--- config.mk ---
export PLATFORM = sky130hd
export DESIGN_NAME = four_motor_slew_drive_tick
export DESIGN_NICKNAME = d
export VERILOG_FILES = /design/src/hw/rtl/fmsd_pkg.sv /design/src/hw/rtl/four_motor_slew_drive_tick.sv /design/src/hw/rtl/fmsd_slew.sv /design/src/hw/rtl/fmsd_div.sv
export SDC_FILE = /design/constraint.sdc
export NUM_CORES = 1
export LEC_CHECK = 0
export BUFFER_PORTS_ARGS = -buffer_cell sky130_fd_sc_hd__buf_2
export CAP_MARGIN = 20
export CORE_MARGIN = 2
export CORE_UTILIZATION = 40
export CTS_CLUSTER_DIAMETER = 30
export DETAILED_ROUTE_END_ITERATION = 7
export HOLD_SLACK_MARGIN = 0.1
export PLACE_DENSITY = 0.65
export SLEW_MARGIN = 15
export SYNTH_ARGS = -nofsm -noshare
export SYNTH_HDL_FRONTEND = slang
export SYNTH_SLANG_ARGS = --single-unit
--- constraint.sdc ---
create_clock -name aclk -period 7.96 [get_ports aclk]
set_input_delay 0.796 -clock aclk [delete_from_list [all_inputs] [get_ports aclk]]
set_output_delay 0.796 -clock aclk [all_outputs]
set_load 0.02 [all_outputs]
--- src/hw/rtl/fmsd_pkg.sv ---
// Shared types and constants for the four-motor slew-limited drive tick block.
// Used by fmsd_slew, fmsd_div and four_motor_slew_drive_tick; no dependencies.
`timescale 1ns / 1ps
`default_nettype none

package fmsd_pkg;

    localparam int SPEED_W = 16;
    localparam int NUMER_W = 24;
    localparam int PERIOD_W = 16;
    localparam int CFG_ADDR_W = 3;
    localparam int CFG_DATA_W = 24;

    localparam logic [PERIOD_W-1:0] PERIOD_MAX = 16'hFFFF;
    localparam logic [15:0] IDLE_COUNT_MAX = 16'hFFFF;

    // Configuration register indexes.
    localparam logic [CFG_ADDR_W-1:0] CFG_POSITION_MODE = 3'd0;
    localparam logic [CFG_ADDR_W-1:0] CFG_SLEW_STEP = 3'd1;
    localparam logic [CFG_ADDR_W-1:0] CFG_SPEED_LIMIT = 3'd2;
    localparam logic [CFG_ADDR_W-1:0] CFG_CUTOFF_VOLTAGE = 3'd3;
    localparam logic [CFG_ADDR_W-1:0] CFG_IDLE_LIMIT = 3'd4;
    localparam logic [CFG_ADDR_W-1:0] CFG_RETARGET_THRESHOLD = 3'd5;
    localparam logic [CFG_ADDR_W-1:0] CFG_PERIOD_NUMERATOR = 3'd6;

    // Register values after reset.
    localparam logic [7:0] RST_SLEW_STEP = 8'd20;
    localparam logic [14:0] RST_SPEED_LIMIT = 15'd1000;
    localparam logic [15:0] RST_CUTOFF_VOLTAGE = 16'd1110;
    localparam logic [15:0] RST_IDLE_LIMIT = 16'd200;
    localparam logic [15:0] RST_RETARGET_THRESHOLD = 16'd5;
    localparam logic [23:0] RST_PERIOD_NUMERATOR = 24'd1000000;

    typedef struct packed {
        logic signed [15:0] speed_cmd_a;
        logic signed [15:0] speed_cmd_b;
        logic signed [15:0] speed_cmd_c;
        logic signed [15:0] speed_cmd_d;
        logic [15:0]        battery_voltage;
    } in_item_t;

    typedef struct packed {
        logic [15:0] period_a;
        logic [15:0] period_b;
        logic [15:0] period_c;
        logic [15:0] period_d;
        logic [3:0]  direction_bits;
        logic        drive_enable;
        logic        low_battery;
    } out_item_t;

    typedef enum logic [2:0] {
        ST_IDLE,
        ST_SLEW,
        ST_FINAL,
        ST_DIV_START,
        ST_DIV_WAIT,
        ST_OUT
    } state_t;

endpackage

`default_nettype wire

--- src/hw/rtl/four_motor_slew_drive_tick.sv ---
// Slew-rate-limited drive tick for MOTOR_COUNT stepper motors.
// Each tick slews every motor in turn, then sets direction and enable, then divides for the step
// period of up to four motors one after another; a low-battery tick skips straight to the divides.
// One transaction in work at a time; the next is taken once the result is registered, and a
// held-off m_ready on a pending result stalls the input.
// Reset (aresetn, synchronous) zeroes speeds, previous targets and idle state, loads defaults.
`timescale 1ns / 1ps
`default_nettype none

module four_motor_slew_drive_tick
    import fmsd_pkg::*;
#(
    parameter int MOTOR_COUNT = 4
) (
    input  wire logic                  aclk,
    input  wire logic                  aresetn,

    input  wire logic                  s_valid,
    output logic                       s_ready,
    input  wire in_item_t              s_data,

    output logic                       m_valid,
    input  wire logic                  m_ready,
    output out_item_t                  m_data,

    input  wire logic                  cfg_we,
    input  wire logic [CFG_ADDR_W-1:0] cfg_addr,
    input  wire logic [CFG_DATA_W-1:0] cfg_wdata
);

    localparam int IDX_W = (MOTOR_COUNT > 1) ? $clog2(MOTOR_COUNT) : 1;
    localparam int CNT_W = $clog2(MOTOR_COUNT) + 1;
    localparam int DIV_MOTORS = (MOTOR_COUNT < 4) ? MOTOR_COUNT : 4;
    localparam int PIDX_W = (DIV_MOTORS > 1) ? $clog2(DIV_MOTORS) : 1;

    // Configuration registers.
    logic        position_mode_reg;
    logic [7:0]  slew_step_reg;
    logic [14:0] speed_limit_reg;
    logic [15:0] cutoff_voltage_reg;
    logic [15:0] idle_limit_reg;
    logic [15:0] retarget_threshold_reg;
    logic [23:0] period_numerator_reg;

    state_t                    state_reg, state_next;
    logic [CNT_W-1:0]          cnt_reg, cnt_next;
    logic signed [SPEED_W-1:0] speed_reg [MOTOR_COUNT];
    logic signed [SPEED_W-1:0] speed_next [MOTOR_COUNT];
    logic signed [SPEED_W-1:0] prev_reg [MOTOR_COUNT];
    logic signed [SPEED_W-1:0] prev_next [MOTOR_COUNT];
    logic signed [SPEED_W-1:0] tgt_reg [MOTOR_COUNT];
    logic [PERIOD_W-1:0]       period_reg [DIV_MOTORS];
    logic [PERIOD_W-1:0]       period_next [DIV_MOTORS];
    logic [15:0]               idle_count_reg, idle_count_next;
    logic                      auto_dis_reg, auto_dis_next;
    logic                      low_reg, low_next;
    logic                      idle_acc_reg, idle_acc_next;
    logic                      wake_acc_reg, wake_acc_next;
    logic                      enable_reg, enable_next;
    logic [3:0]                dir_reg, dir_next;
    logic                      m_valid_reg, m_valid_next;
    out_item_t                 m_data_reg, m_data_next;

    logic signed [SPEED_W-1:0] in_tgt [4];
    logic signed [SPEED_W-1:0] cur_speed;
    logic signed [SPEED_W-1:0] cur_tgt;
    logic signed [SPEED_W-1:0] cur_prev;
    logic signed [SPEED_W-1:0] slew_speed;
    logic signed [SPEED_W:0]   tgt_delta;
    logic [SPEED_W:0]          tgt_jump;
    logic [SPEED_W-1:0]        speed_mag;
    logic [3:0]                dir_now;
    logic [PERIOD_W-1:0]       out_period [4];
    logic                      accept;
    logic                      div_start;
    logic                      div_done;
    logic [PERIOD_W-1:0]       div_quotient;

    assign accept = s_valid && s_ready;
    assign s_ready = (state_reg == ST_IDLE);

    assign in_tgt[0] = s_data.speed_cmd_a;
    assign in_tgt[1] = s_data.speed_cmd_b;
    assign in_tgt[2] = s_data.speed_cmd_c;
    assign in_tgt[3] = s_data.speed_cmd_d;

    assign cur_speed = speed_reg[cnt_reg[IDX_W-1:0]];
    assign cur_tgt   = tgt_reg[cnt_reg[IDX_W-1:0]];
    assign cur_prev  = prev_reg[cnt_reg[IDX_W-1:0]];
    assign speed_mag = cur_speed[SPEED_W-1] ? SPEED_W'(-cur_speed) : cur_speed;
    assign tgt_delta = {cur_prev[SPEED_W-1], cur_prev} - {cur_tgt[SPEED_W-1], cur_tgt};
    assign tgt_jump  = tgt_delta[SPEED_W] ? (SPEED_W + 1)'(-tgt_delta) : tgt_delta;

    fmsd_slew u_slew (
        .speed       (cur_speed),
        .target      (cur_tgt),
        .slew_step   (slew_step_reg),
        .speed_limit (speed_limit_reg),
        .speed_new   (slew_speed)
    );

    fmsd_div u_div (
        .aclk      (aclk),
        .aresetn   (aresetn),
        .start     (div_start),
        .numerator (period_numerator_reg),
        .divisor   (speed_mag),
        .done      (div_done),
        .quotient  (div_quotient)
    );

    // Direction bits: motors A and B reverse sense relative to C and D.
    for (genvar g = 0; g < 4; g++) begin : g_out
        if (g < MOTOR_COUNT) begin : g_used
            if (g < 2) begin : g_ab
                assign dir_now[g] = (speed_reg[g] <= 0);
            end else begin : g_cd
                assign dir_now[g] = (speed_reg[g] > 0);
            end
            assign out_period[g] = period_reg[g];
        end else begin : g_unused
            assign dir_now[g]    = 1'b0;
            assign out_period[g] = PERIOD_MAX;
        end
    end

    always_ff @(posedge aclk) begin
        if (!aresetn) begin
            position_mode_reg      <= 1'b0;
            slew_step_reg          <= RST_SLEW_STEP;
            speed_limit_reg        <= RST_SPEED_LIMIT;
            cutoff_voltage_reg     <= RST_CUTOFF_VOLTAGE;
            idle_limit_reg         <= RST_IDLE_LIMIT;
            retarget_threshold_reg <= RST_RETARGET_THRESHOLD;
            period_numerator_reg   <= RST_PERIOD_NUMERATOR;
        end else if (cfg_we) begin
            case (cfg_addr)
                CFG_POSITION_MODE:      position_mode_reg <= cfg_wdata[0];
                CFG_SLEW_STEP:          slew_step_reg <= cfg_wdata[7:0];
                CFG_SPEED_LIMIT:        speed_limit_reg <= cfg_wdata[14:0];
                CFG_CUTOFF_VOLTAGE:     cutoff_voltage_reg <= cfg_wdata[15:0];
                CFG_IDLE_LIMIT:         idle_limit_reg <= cfg_wdata[15:0];
                CFG_RETARGET_THRESHOLD: retarget_threshold_reg <= cfg_wdata[15:0];
                CFG_PERIOD_NUMERATOR:   period_numerator_reg <= cfg_wdata[23:0];
                default: ;
            endcase
        end
    end

    always_ff @(posedge aclk) begin
        if (!aresetn) begin
            state_reg      <= ST_IDLE;
            cnt_reg        <= '0;
            idle_count_reg <= '0;
            auto_dis_reg   <= 1'b0;
            m_valid_reg    <= 1'b0;
            for (int i = 0; i < MOTOR_COUNT; i++) begin
                speed_reg[i] <= '0;
                prev_reg[i]  <= '0;
            end
        end else begin
            state_reg      <= state_next;
            cnt_reg        <= cnt_next;
            idle_count_reg <= idle_count_next;
            auto_dis_reg   <= auto_dis_next;
            m_valid_reg    <= m_valid_next;
            for (int i = 0; i < MOTOR_COUNT; i++) begin
                speed_reg[i] <= speed_next[i];
                prev_reg[i]  <= prev_next[i];
            end
        end
        low_reg      <= low_next;
        idle_acc_reg <= idle_acc_next;
        wake_acc_reg <= wake_acc_next;
        enable_reg   <= enable_next;
        dir_reg      <= dir_next;
        m_data_reg   <= m_data_next;
        for (int i = 0; i < DIV_MOTORS; i++) begin
            period_reg[i] <= period_next[i];
        end
        if (accept) begin
            // Motors past the fourth always steer toward zero.
            for (int i = 0; i < MOTOR_COUNT; i++) begin
                tgt_reg[i] <= (i < 4) ? in_tgt[i[1:0]] : '0;
            end
        end
    end

    always_comb begin
        state_next      = state_reg;
        cnt_next        = cnt_reg;
        speed_next      = speed_reg;
        prev_next       = prev_reg;
        period_next     = period_reg;
        idle_count_next = idle_count_reg;
        auto_dis_next   = auto_dis_reg;
        low_next        = low_reg;
        idle_acc_next   = idle_acc_reg;
        wake_acc_next   = wake_acc_reg;
        enable_next     = enable_reg;
        dir_next        = dir_reg;
        m_valid_next    = m_valid_reg;
        m_data_next     = m_data_reg;
        div_start       = 1'b0;

        if (m_valid_reg && m_ready) begin
            m_valid_next = 1'b0;
        end

        case (state_reg)
            ST_IDLE: begin
                if (accept) begin
                    low_next      = s_data.battery_voltage < cutoff_voltage_reg;
                    idle_acc_next = 1'b1;
                    wake_acc_next = 1'b0;
                    enable_next   = 1'b0;
                    dir_next      = '0;
                    cnt_next      = '0;
                    // A low battery skips the slews and keeps all speeds, then refreshes periods.
                    state_next    = (s_data.battery_voltage < cutoff_voltage_reg) ?
                                    ST_DIV_START : ST_SLEW;
                end
            end
            ST_SLEW: begin
                speed_next[cnt_reg[IDX_W-1:0]] = slew_speed;
                prev_next[cnt_reg[IDX_W-1:0]]  = cur_tgt;
                if (position_mode_reg) begin
                    if (slew_speed != 0) idle_acc_next = 1'b0;
                    if (tgt_jump > {1'b0, retarget_threshold_reg}) wake_acc_next = 1'b1;
                end else if (cur_tgt != 0) begin
                    idle_acc_next = 1'b0;
                    wake_acc_next = 1'b1;
                end
                if (cnt_reg == CNT_W'(MOTOR_COUNT - 1)) begin
                    cnt_next   = '0;
                    state_next = ST_FINAL;
                end else begin
                    cnt_next = cnt_reg + 1'b1;
                end
            end
            ST_FINAL: begin
                dir_next = dir_now;
                if (!auto_dis_reg) begin
                    if (idle_acc_reg) begin
                        if (idle_count_reg != IDLE_COUNT_MAX) begin
                            idle_count_next = idle_count_reg + 1'b1;
                        end
                    end else begin
                        idle_count_next = '0;
                    end
                    if (idle_count_next > idle_limit_reg) begin
                        auto_dis_next   = 1'b1;
                        idle_count_next = '0;
                    end
                end
                // A wake-up on the disabling tick still keeps the drivers off for it.
                if (auto_dis_next) begin
                    enable_next = 1'b0;
                    if (wake_acc_reg) auto_dis_next = 1'b0;
                end else begin
                    enable_next = 1'b1;
                end
                state_next = ST_DIV_START;
            end
            ST_DIV_START: begin
                div_start  = 1'b1;
                state_next = ST_DIV_WAIT;
            end
            ST_DIV_WAIT: begin
                if (div_done) begin
                    period_next[cnt_reg[PIDX_W-1:0]] = div_quotient;
                    if (cnt_reg == CNT_W'(DIV_MOTORS - 1)) begin
                        cnt_next   = '0;
                        state_next = ST_OUT;
                    end else begin
                        cnt_next   = cnt_reg + 1'b1;
                        state_next = ST_DIV_START;
                    end
                end
            end
            ST_OUT: begin
                if (!m_valid_reg || m_ready) begin
                    m_valid_next                = 1'b1;
                    m_data_next.period_a        = out_period[0];
                    m_data_next.period_b        = out_period[1];
                    m_data_next.period_c        = out_period[2];
                    m_data_next.period_d        = out_period[3];
                    m_data_next.direction_bits  = dir_reg;
                    m_data_next.drive_enable    = enable_reg;
                    m_data_next.low_battery     = low_reg;
                    state_next                  = ST_IDLE;
                end
            end
            default: begin
                state_next = ST_IDLE;
            end
        endcase
    end

    assign m_valid = m_valid_reg;
    assign m_data  = m_data_reg;

    // The block takes one transaction at a time.
    a_one_at_a_time: assert property (@(posedge aclk) disable iff (!aresetn)
        accept |=> !s_ready)
        else $error("input accepted while a transaction is in work");

    // A low-battery result never drives the motors.
    a_low_battery_off: assert property (@(posedge aclk) disable iff (!aresetn)
        (m_valid && m_data.low_battery) |->
            (m_data.direction_bits == 4'd0 && !m_data.drive_enable))
        else $error("drive active on a low-battery result");

    // Setting auto-disable always clears the idle counter, and it stays clear.
    a_idle_cleared: assert property (@(posedge aclk) disable iff (!aresetn)
        auto_dis_reg |-> (idle_count_reg == 16'd0))
        else $error("idle counter running while auto-disabled");

    // A new result is only loaded once the previous one has been taken.
    a_no_overwrite: assert property (@(posedge aclk) disable iff (!aresetn)
        (m_valid && !m_ready) |=> m_valid)
        else $error("pending result dropped");

endmodule

`default_nettype wire

--- src/hw/rtl/fmsd_slew.sv ---
// Shared slew and clamp unit: moves one motor speed one step toward its target.
// Depends on fmsd_pkg for the speed width.
`timescale 1ns / 1ps
`default_nettype none

module fmsd_slew
    import fmsd_pkg::*;
(
    input  wire logic signed [SPEED_W-1:0] speed,
    input  wire logic signed [SPEED_W-1:0] target,
    input  wire logic [7:0]                slew_step,
    input  wire logic [14:0]               speed_limit,
    output logic signed [SPEED_W-1:0]      speed_new
);

    logic signed [SPEED_W:0] stepped;
    logic signed [SPEED_W:0] lim_pos;
    logic signed [SPEED_W:0] lim_neg;
    logic signed [SPEED_W:0] step_ext;

    always_comb begin
        step_ext = $signed({{(SPEED_W-7){1'b0}}, slew_step});
        lim_pos  = $signed({2'b00, speed_limit});
        lim_neg  = -lim_pos;
        if (target > speed) begin
            stepped = $signed({speed[SPEED_W-1], speed}) + step_ext;
        end else if (target < speed) begin
            stepped = $signed({speed[SPEED_W-1], speed}) - step_ext;
        end else begin
            stepped = $signed({speed[SPEED_W-1], speed});
        end
        if (stepped < lim_neg) begin
            stepped = lim_neg;
        end
        if (stepped > lim_pos) begin
            stepped = lim_pos;
        end
        speed_new = stepped[SPEED_W-1:0];
    end

endmodule

`default_nettype wire

--- src/hw/rtl/fmsd_div.sv ---
// Radix-2 restoring divider for the step period, one quotient bit per cycle.
// Saturating and zero-divisor cases finish at once. Depends on fmsd_pkg.
`timescale 1ns / 1ps
`default_nettype none

module fmsd_div
    import fmsd_pkg::*;
(
    input  wire logic                aclk,
    input  wire logic                aresetn,
    input  wire logic                start,
    input  wire logic [NUMER_W-1:0]  numerator,
    input  wire logic [SPEED_W-1:0]  divisor,
    output logic                     done,
    output logic [PERIOD_W-1:0]      quotient
);

    localparam int STEP_W = $clog2(PERIOD_W);

    logic                busy_reg, busy_next;
    logic                done_reg, done_next;
    logic [STEP_W-1:0]   step_reg, step_next;
    logic [SPEED_W-1:0]  rem_reg, rem_next;
    logic [PERIOD_W-1:0] quo_reg, quo_next;
    logic [SPEED_W-1:0]  dvs_reg, dvs_next;

    logic [SPEED_W:0]    trial;
    logic [SPEED_W:0]    trial_diff;
    logic                trial_ge;
    logic                saturate;

    always_ff @(posedge aclk) begin
        if (!aresetn) begin
            busy_reg <= 1'b0;
            done_reg <= 1'b0;
            step_reg <= '0;
        end else begin
            busy_reg <= busy_next;
            done_reg <= done_next;
            step_reg <= step_next;
        end
        rem_reg <= rem_next;
        quo_reg <= quo_next;
        dvs_reg <= dvs_next;
    end

    always_comb begin
        trial      = {rem_reg, quo_reg[PERIOD_W-1]};
        trial_diff = trial - {1'b0, dvs_reg};
        trial_ge   = trial >= {1'b0, dvs_reg};
        // A quotient that needs more than 16 bits is clipped to the maximum period.
        saturate   = (divisor == '0) ||
                     ({{(SPEED_W + PERIOD_W - NUMER_W){1'b0}}, numerator} >=
                      {divisor, {PERIOD_W{1'b0}}});

        busy_next = busy_reg;
        done_next = 1'b0;
        step_next = step_reg;
        rem_next  = rem_reg;
        quo_next  = quo_reg;
        dvs_next  = dvs_reg;

        if (start) begin
            dvs_next = divisor;
            if (saturate) begin
                quo_next  = PERIOD_MAX;
                done_next = 1'b1;
                busy_next = 1'b0;
            end else begin
                // The upper numerator bits are already below the divisor here.
                rem_next  = {{(SPEED_W + PERIOD_W - NUMER_W){1'b0}},
                             numerator[NUMER_W-1:PERIOD_W]};
                quo_next  = numerator[PERIOD_W-1:0];
                step_next = STEP_W'(PERIOD_W - 1);
                busy_next = 1'b1;
            end
        end else if (busy_reg) begin
            rem_next = trial_ge ? trial_diff[SPEED_W-1:0] : trial[SPEED_W-1:0];
            quo_next = {quo_reg[PERIOD_W-2:0], trial_ge};
            if (step_reg == '0) begin
                busy_next = 1'b0;
                done_next = 1'b1;
            end else begin
                step_next = step_reg - 1'b1;
            end
        end
    end

    assign done     = done_reg;
    assign quotient = quo_reg;

endmodule

`default_nettype wire
==> flow_summary.yaml, run 1 <==
routing:
  postRouteAntennaNets: 0
  wl_per_cell_um: 20.4
  drc: 0
  drt-initial-drc-count: 2163
  num_vias: 21500
  viasPerCell: 5.55
  drt_first_pass_iters: 6
  routed_wl_um: 79000
sta:
  hold_violations: 0
  holdWs_ns: 0.321
  fin_setup_tns_ns: 0
  worst_pin_slew_ns: 1.10
  setup_viol: 0
  slew_headroom_pct: 26.6
  drv_slew: 0
  max_freq_ghz: 0.131
  post-route-period-util_pct: 96.2
  layout_setup_ws_ns: 0.303
  fin_crit_ns: 7.66
  fin_skew_ns: 0.0408
power_and_ir_drop:
  power.net_switching_mw: 5.30
  internal-power_mw: 8.18
  combPwrFrac_pct: 42.2
  clockPowerShare_pct: 33.5
  powerDensity_nw_per_um2: 413
  p_leak_nw: 12.8
  sw_frac_of_total_pct: 39.3
  power_mw: 13.5
  pwr-share-seq_pct: 24.3
  ir_worst_vdd_uv: 799
logic_synthesis:
  synth_top_cell_area_share_pct: 28.9
  synth_nets: 2949
  syn-mean-instance-area_um2: 9.88
  ys_top_cells_by_count: "nand2_1 (425), dfxtp_1 (256), edfxtp_1 (254), nand3_1 (217), inv_1 (168)"
  yosysMostFrequentCell: "nand2_1"
  seq_area_frac_synth_pct: 48.3
  netlist_area_um2: 26400
  ys_top_cells_by_area: "edfxtp_1 (29%), dfxtp_1 (19%), ha_1 (7.6%), nand2_1 (6.0%), nand3_1 (4.1%)"
  ys_types: 83
  synth_edf_count: 254
  synth_cells: 2673
  ys_warn_count: 0
  synth_area_leader_cell: "edfxtp_1"
  async_flop_share_pct: 0
  ys.flop_type: "dfxtp_1"
  synth_seq_cells: 510
final_layout:
  fin_nets: 3199
  drive_above_1_share_pct: 19.5
  fin_util_pct: 49.9
  finalNonFillerCells: 3879
  diodes: 0
  largest_register_ffs: 70
  area_growth_pct: 23.7
  n_fill_cell: 5884
  design_area_um2: 32700
placement:
  dp_hpwl_um: 56500
  io_buffers: 183
  gp_congestion: 0.950
  place_inst: 3670
  placed_cell_area_um2: 28600
  dp_slack_ns: 0.102
die:
  start_util_pct: 40.3
  die_h_um: 261
  die_x_um: 261
  die-area_um2: 68100
  num_io_pins: 184
  rows: 94
  core-area_um2: 65500
clock_network:
  cts_tree: "yes"
  postCtsHoldBufs: 0
  clockBufferDepth: 3
  path_clk_slew_ns: 0.05
  cts_root_buffer: "clkbuf_16"
  clk_latency_ns: 0.66
  numCtsBuffers: 104
  h-tree-depth: 3
  clock-sinks: 510
setup_path:
  cp.arrival_ns: 7.98
  worstSetupStartpointType: "flip-flop"
  max_stage_delay_ns: 0.62
  path_class: "reg -> reg"
  crit_path_top_delay_cell: "mux4_2"
  endpoint_kind: "flip-flop"
  crit_fanout: 11
  critical_path_required_ns: 8.29
grt:
  grt_pass1_wl_um: 121000
  gr-usage-all-layers_pct: 23.0
  grt_max_degree: 162
  grt_overflow_total: 0
  grt_pass1_vias: 21000
  grt_antenna_before_repair: 0
hold_path:
  min-delay-path-class: "in -> reg"
run_status:
  status: "complete, no violations"
job:
  maxCapViolCount: 0
-- power by group through the flow --
stage	clock (mW)	sequential [mW]	combinational [mW]
3_5_place_dp	0	3.32	5.46
5_1_grt	4.72	3.30	6.18
4_1_cts	4.58	3.28	5.50
2_1_floorplan	0	3.29	3.62
3_3_place_gp	0	3.31	5.36
6_report	4.52	3.28	5.69
-- final cells by class --
type / instances / area (um^2) / share of cell area, %
inverters: 170 / 638 / 1.95
multi-input cells: 1844 / 12600 / 38.6
repair buffers: 293 / 1830 / 5.62
clock inverters: 77 / 998 / 3.06
clock buffers: 121 / 2760 / 8.44
well taps: 864 / 1080 / 3.31
flip-flops and latches: 510 / 12800 / 39.1
-- kinds of logic (layout without fill, tap and decap cells) --
logic type / Yosys count / in the layout / synth area share, %
XOR/XNOR: 82 / 82 / 2.72
AND/OR/NAND/NOR: 1046 / 1046 / 18.9
adder cells (fa/ha/maj): 164 / 164 / 7.89
AO/OA/AOI/OAI: 491 / 491 / 12.9
flip-flops: 510 / 510 / 48.3
buffers and inverters: 319 / 661 / 4.69
multiplexers: 61 / 61 / 4.62
-- critical path: cells and delay by family (launching register included) --
family,cells,cell delay [ns]
AO/OA/AOI/OAI,14,2.87
XOR/XNOR,1,0.29
adder cells (fa/ha/maj),3,0.92
buffers and inverters,3,0.43
flip-flops,1,0.39
multiplexers,2,0.85
AND/OR/NAND/NOR,8,1.56
-- cell usage in the layout, fill, tap and decap left out, types with 9 or more instances in the layout --
| master | count |
|---|---|
| inv_1 | 165 |
| mux4_2 | 48 |
| o21ai_1 | 12 |
| edfxtp_1 | 254 |
| ha_1 | 159 |
| buf_4 | 100 |
| clkinv_4 | 14 |
| xor2_1 | 16 |
| nand2_1 | 424 |
| nand3_1 | 217 |
| nor2b_1 | 35 |
| o21ai_0 | 70 |
| a21o_1 | 27 |
| dfxtp_1 | 253 |
| clkinvlp_4 | 10 |
| nor3_1 | 45 |
| xnor2_1 | 66 |
| a21boi_0 | 141 |
| bufinv_16 | 14 |
| nand2b_1 | 20 |
| nor2_1 | 95 |
| clkbuf_1 | 9 |
| nor4_1 | 31 |
| clkinv_2 | 16 |
| buf_2 | 182 |
| nand4_1 | 75 |
| a32o_1 | 15 |
| and3_1 | 16 |
| and2_1 | 30 |
| a21oi_1 | 80 |
| clkbuf_16 | 106 |
| o211ai_1 | 23 |
| o21a_1 | 25 |
| inv_6 | 9 |
| a311oi_1 | 9 |
-- worst paths after layout --
check | endpoint | slack, ns | cells past startpoint | startpoint
setup / recovery | idle_acc_reg$_DFFE_PP_ | 0.30 | 31 | cnt_reg[0]$_SDFFE_PN0P_
hold reg to reg | m_data[55]$_DFFE_PP_ | 0.42 | 0 | out_period[49]$_DFFE_PP_
setup reg to reg | idle_acc_reg$_DFFE_PP_ | 0.30 | 31 | cnt_reg[0]$_SDFFE_PN0P_
hold / removal | tgt_reg[3][9]$_DFFE_PP_ | 0.32 | 1 | s_data[25]
-- layer usage --
metal / vias up / part of all wire [%] / GRT usage, %
li1: 10200 / - / -
met1: 10200 / 42 / 30.4
met2: 1022 / 47 / 37.5
met3: 179 / 8.0 / 4.64
met4: 0 / 3.0 / 8.13
met5: - / 0 / 0
-- timing repair --
action / 4_1_cts / 5_1_grt
endpoints found under the setup margin: 0 / 61
buffers inserted: 0 / 10
gates resized for setup: 0 / 35
Power figures use the tool's default switching activity.
==> run 2, diff against run 1 <==
BUFFER_PORTS_ARGS = not set   (was -buffer_cell sky130_fd_sc_hd__buf_2)
DONT_BUFFER_PORTS = 1   (was not set)
PLACE_DENSITY = 0.62   (was 0.65)
REMOVE_ABC_BUFFERS = 1   (was not set)
==> run 2 against run 1 <==
Effect of this change:
- via count decreased by 3.0%
- sequential cell count stayed put
- first-iteration DRC count is 8.7% lower
- routed wire length is 0.52% higher
- clock power rose by 5.1%
- critical path type unchanged
- sequential power rose by 1%
- highest routed layer unchanged
- maximum frequency decreased by 1.1%
- critical path depth rose by 1
- critical endpoint unchanged
- die area stayed put
==> flow_summary.yaml, run 2 (same netlist as run 1, synthesis figures left out) <==
run_status:
  status: "complete, no violations"
routing:
  drt-initial-drc-count: 1975
  drc: 0
  num_vias: 20900
  postRouteAntennaNets: 0
  viasPerCell: 5.67
  wl_per_cell_um: 21.5
  routed_wl_um: 79400
  drt_first_pass_iters: 6
final_layout:
  diodes: 0
  multi_input_area_um2: 12700
  largest_register_ffs: 70
  final_cell_mix: "nand2_1 (421), dfxtp_1 (254), edfxtp_1 (254), nand3_1 (216), inv_1 (167)"
  n_fill_cell: 5872
  register_area_um2: 12800
  area_growth_pct: 20.9
  fin_nets: 3002
  drive_above_1_share_pct: 14.2
  finalNonFillerCells: 3687
  final_common_cell: "nand2_1"
sta:
  slew_headroom_pct: 30.5
  hold_violations: 0
  holdWs_ns: 0.232
  fin_skew_ns: 0.0431
  post-route-period-util_pct: 97.3
  drv_slew: 0
  worst_pin_slew_ns: 1.04
  fin_setup_tns_ns: 0
  setup_viol: 0
  fin_crit_ns: 7.75
  max_freq_ghz: 0.129
clock_network:
  h-tree-depth: 3
  cts_tree: "yes"
  clk_latency_ns: 0.67
  clock-sinks: 510
  cts_root_buffer: "clkbuf_16"
  postCtsHoldBufs: 0
  path_clk_slew_ns: 0.05
  clockBufferDepth: 3
  numCtsBuffers: 110
setup_path:
  endpoint_kind: "flip-flop"
  crit_top_cell: "o21ai_1"
  worstSetupStartpointType: "flip-flop"
  cpLargestDelayFamily: "compound AO/OA/AOI/OAI gates"
  reg2reg_depth: 32
  path_buf_inv: 4
  timing.rr.end: "idle_acc_reg$_DFFE_PP_"
  cp.arrival_ns: 8.08
  critical_path_required_ns: 8.29
  crit_fanout: 10
  path_class: "reg -> reg"
  r2r_slack_ns: 0.21
  max_stage_delay_ns: 0.58
  r2r-start: "cnt_reg[0]$_SDFFE_PN0P_"
  crit_path_top_delay_cell: "mux4_2"
power_and_ir_drop:
  powerDensity_nw_per_um2: 432
  p_leak_nw: 12.1
  ir_worst_vdd_uv: 566
grt:
  grt_pass1_vias: 20500
  grt_antenna_before_repair: 0
  grt_overflow_total: 0
  gr-usage-all-layers_pct: 23.0
  grt_max_degree: 316
  grt_pass1_wl_um: 120000
hold_path:
  hold_end: "tgt_reg[2][13]$_DFFE_PP_"
  holdPathStages: 0
  hold_start: "s_data[45]"
  min-delay-path-class: "in -> reg"
die:
  core-area_um2: 65500
  die-area_um2: 68100
  num_io_pins: 184
  start_util_pct: 40.3
  die_h_um: 261
  rows: 94
  die_x_um: 261
placement:
  dp_hpwl_um: 55700
  io_buffers: 0
  gp_congestion: 0.944
  place_inst: 3465
job:
  maxCapViolCount: 0
## run 2: changes by cell type in the layout (fill, tap and decap cells not counted), sizes merged
| cell | change |
|---|---|
| inv | -4 |
| bufinv | +2 |
| clkinv | -4 |
| clkbuf | +14 |
| buf | -203 |
| clkinvlp | +3 |
## run 2: where the power goes
part / internal, mW / switching [mW]
combinational: 2.10 / 3.61
sequential: 3.12 / 0.195
clock: 3.22 / 1.53
## run 2: how the worst max path moves through the flow
| stage | startpoint | end | slack, ns | cells past startpoint |
|---|---|---|---|---|
| 3_5_place_dp | cnt_reg[0]$_SDFFE_PN0P_ | speed_reg[16]$_SDFFE_PN0P_ | 0.08 | 35 |
| 4_1_cts | cnt_reg[0]$_SDFFE_PN0P_ | speed_reg[27]$_SDFFE_PN0P_ | 0.02 | 35 |
| 5_1_grt | cnt_reg[0]$_SDFFE_PN0P_ | idle_acc_reg$_DFFE_PP_ | -0.15 | 33 |
| 6_report | cnt_reg[0]$_SDFFE_PN0P_ | idle_acc_reg$_DFFE_PP_ | 0.21 | 32 |
| 3_3_place_gp | cnt_reg[0]$_SDFFE_PN0P_ | idle_acc_reg$_DFFE_PP_ | 0.28 | 33 |
| 2_1_floorplan | cnt_reg[0]$_SDFFE_PN0P_ | idle_acc_reg$_DFFE_PP_ | -2.97 | 31 |
## run 2: repair_timing
item                       in CTS  in global routing
gates resized for setup         0                 47
buffers inserted                0                 11
setup endpoints to repair       0                 61
hold endpoints to repair        0                  0
## run 2: per-stage QoR
stage | power, mW | area, um^2 | setup slack, ns | util, %
global route | 14.5 | 31900 | -0.149 | 48.7
detailed placement | 8.77 | 27600 | 0.0772 | 42.1
CTS | 13.6 | 31500 | 0.0185 | 48.2
finish | 13.8 | 31900 | 0.214 | 48.7
global placement | 8.64 | 27600 | 0.283 | 42.1
floorplan | 6.58 | 25800 | -2.97 | -
## run 2: final cells by class
type	count	share of cell area (%)
clock inverter	74	3.01
clock buffer	135	9.44
tap	864	3.39
inverter	170	2.00
timing repair buffer	90	2.48
multi-input combinational	1844	39.7
sequential	510	40.0
## run 2: worst register-to-register path, delay by kind of cell, from the launching register on
kind                     cells  cell delay, ns
AO/OA/AOI/OAI               14            2.74
XOR/XNOR                     1            0.18
adder cells (fa/ha/maj)      3            0.91
buffers and inverters        4            0.63
flip-flops                   1            0.39
multiplexers                 1            0.59
AND/OR/NAND/NOR              9            1.99
## run 2: metal layers
metal / up-vias / global-route usage (%) / routed length (um)
met5: - / 0 / 0
met1: 10100 / 29.2 / 32900
met4: 0 / 11.3 / 3850
met3: 197 / 4.69 / 5860
li1: 9770 / - / -
met2: 857 / 37.3 / 36800
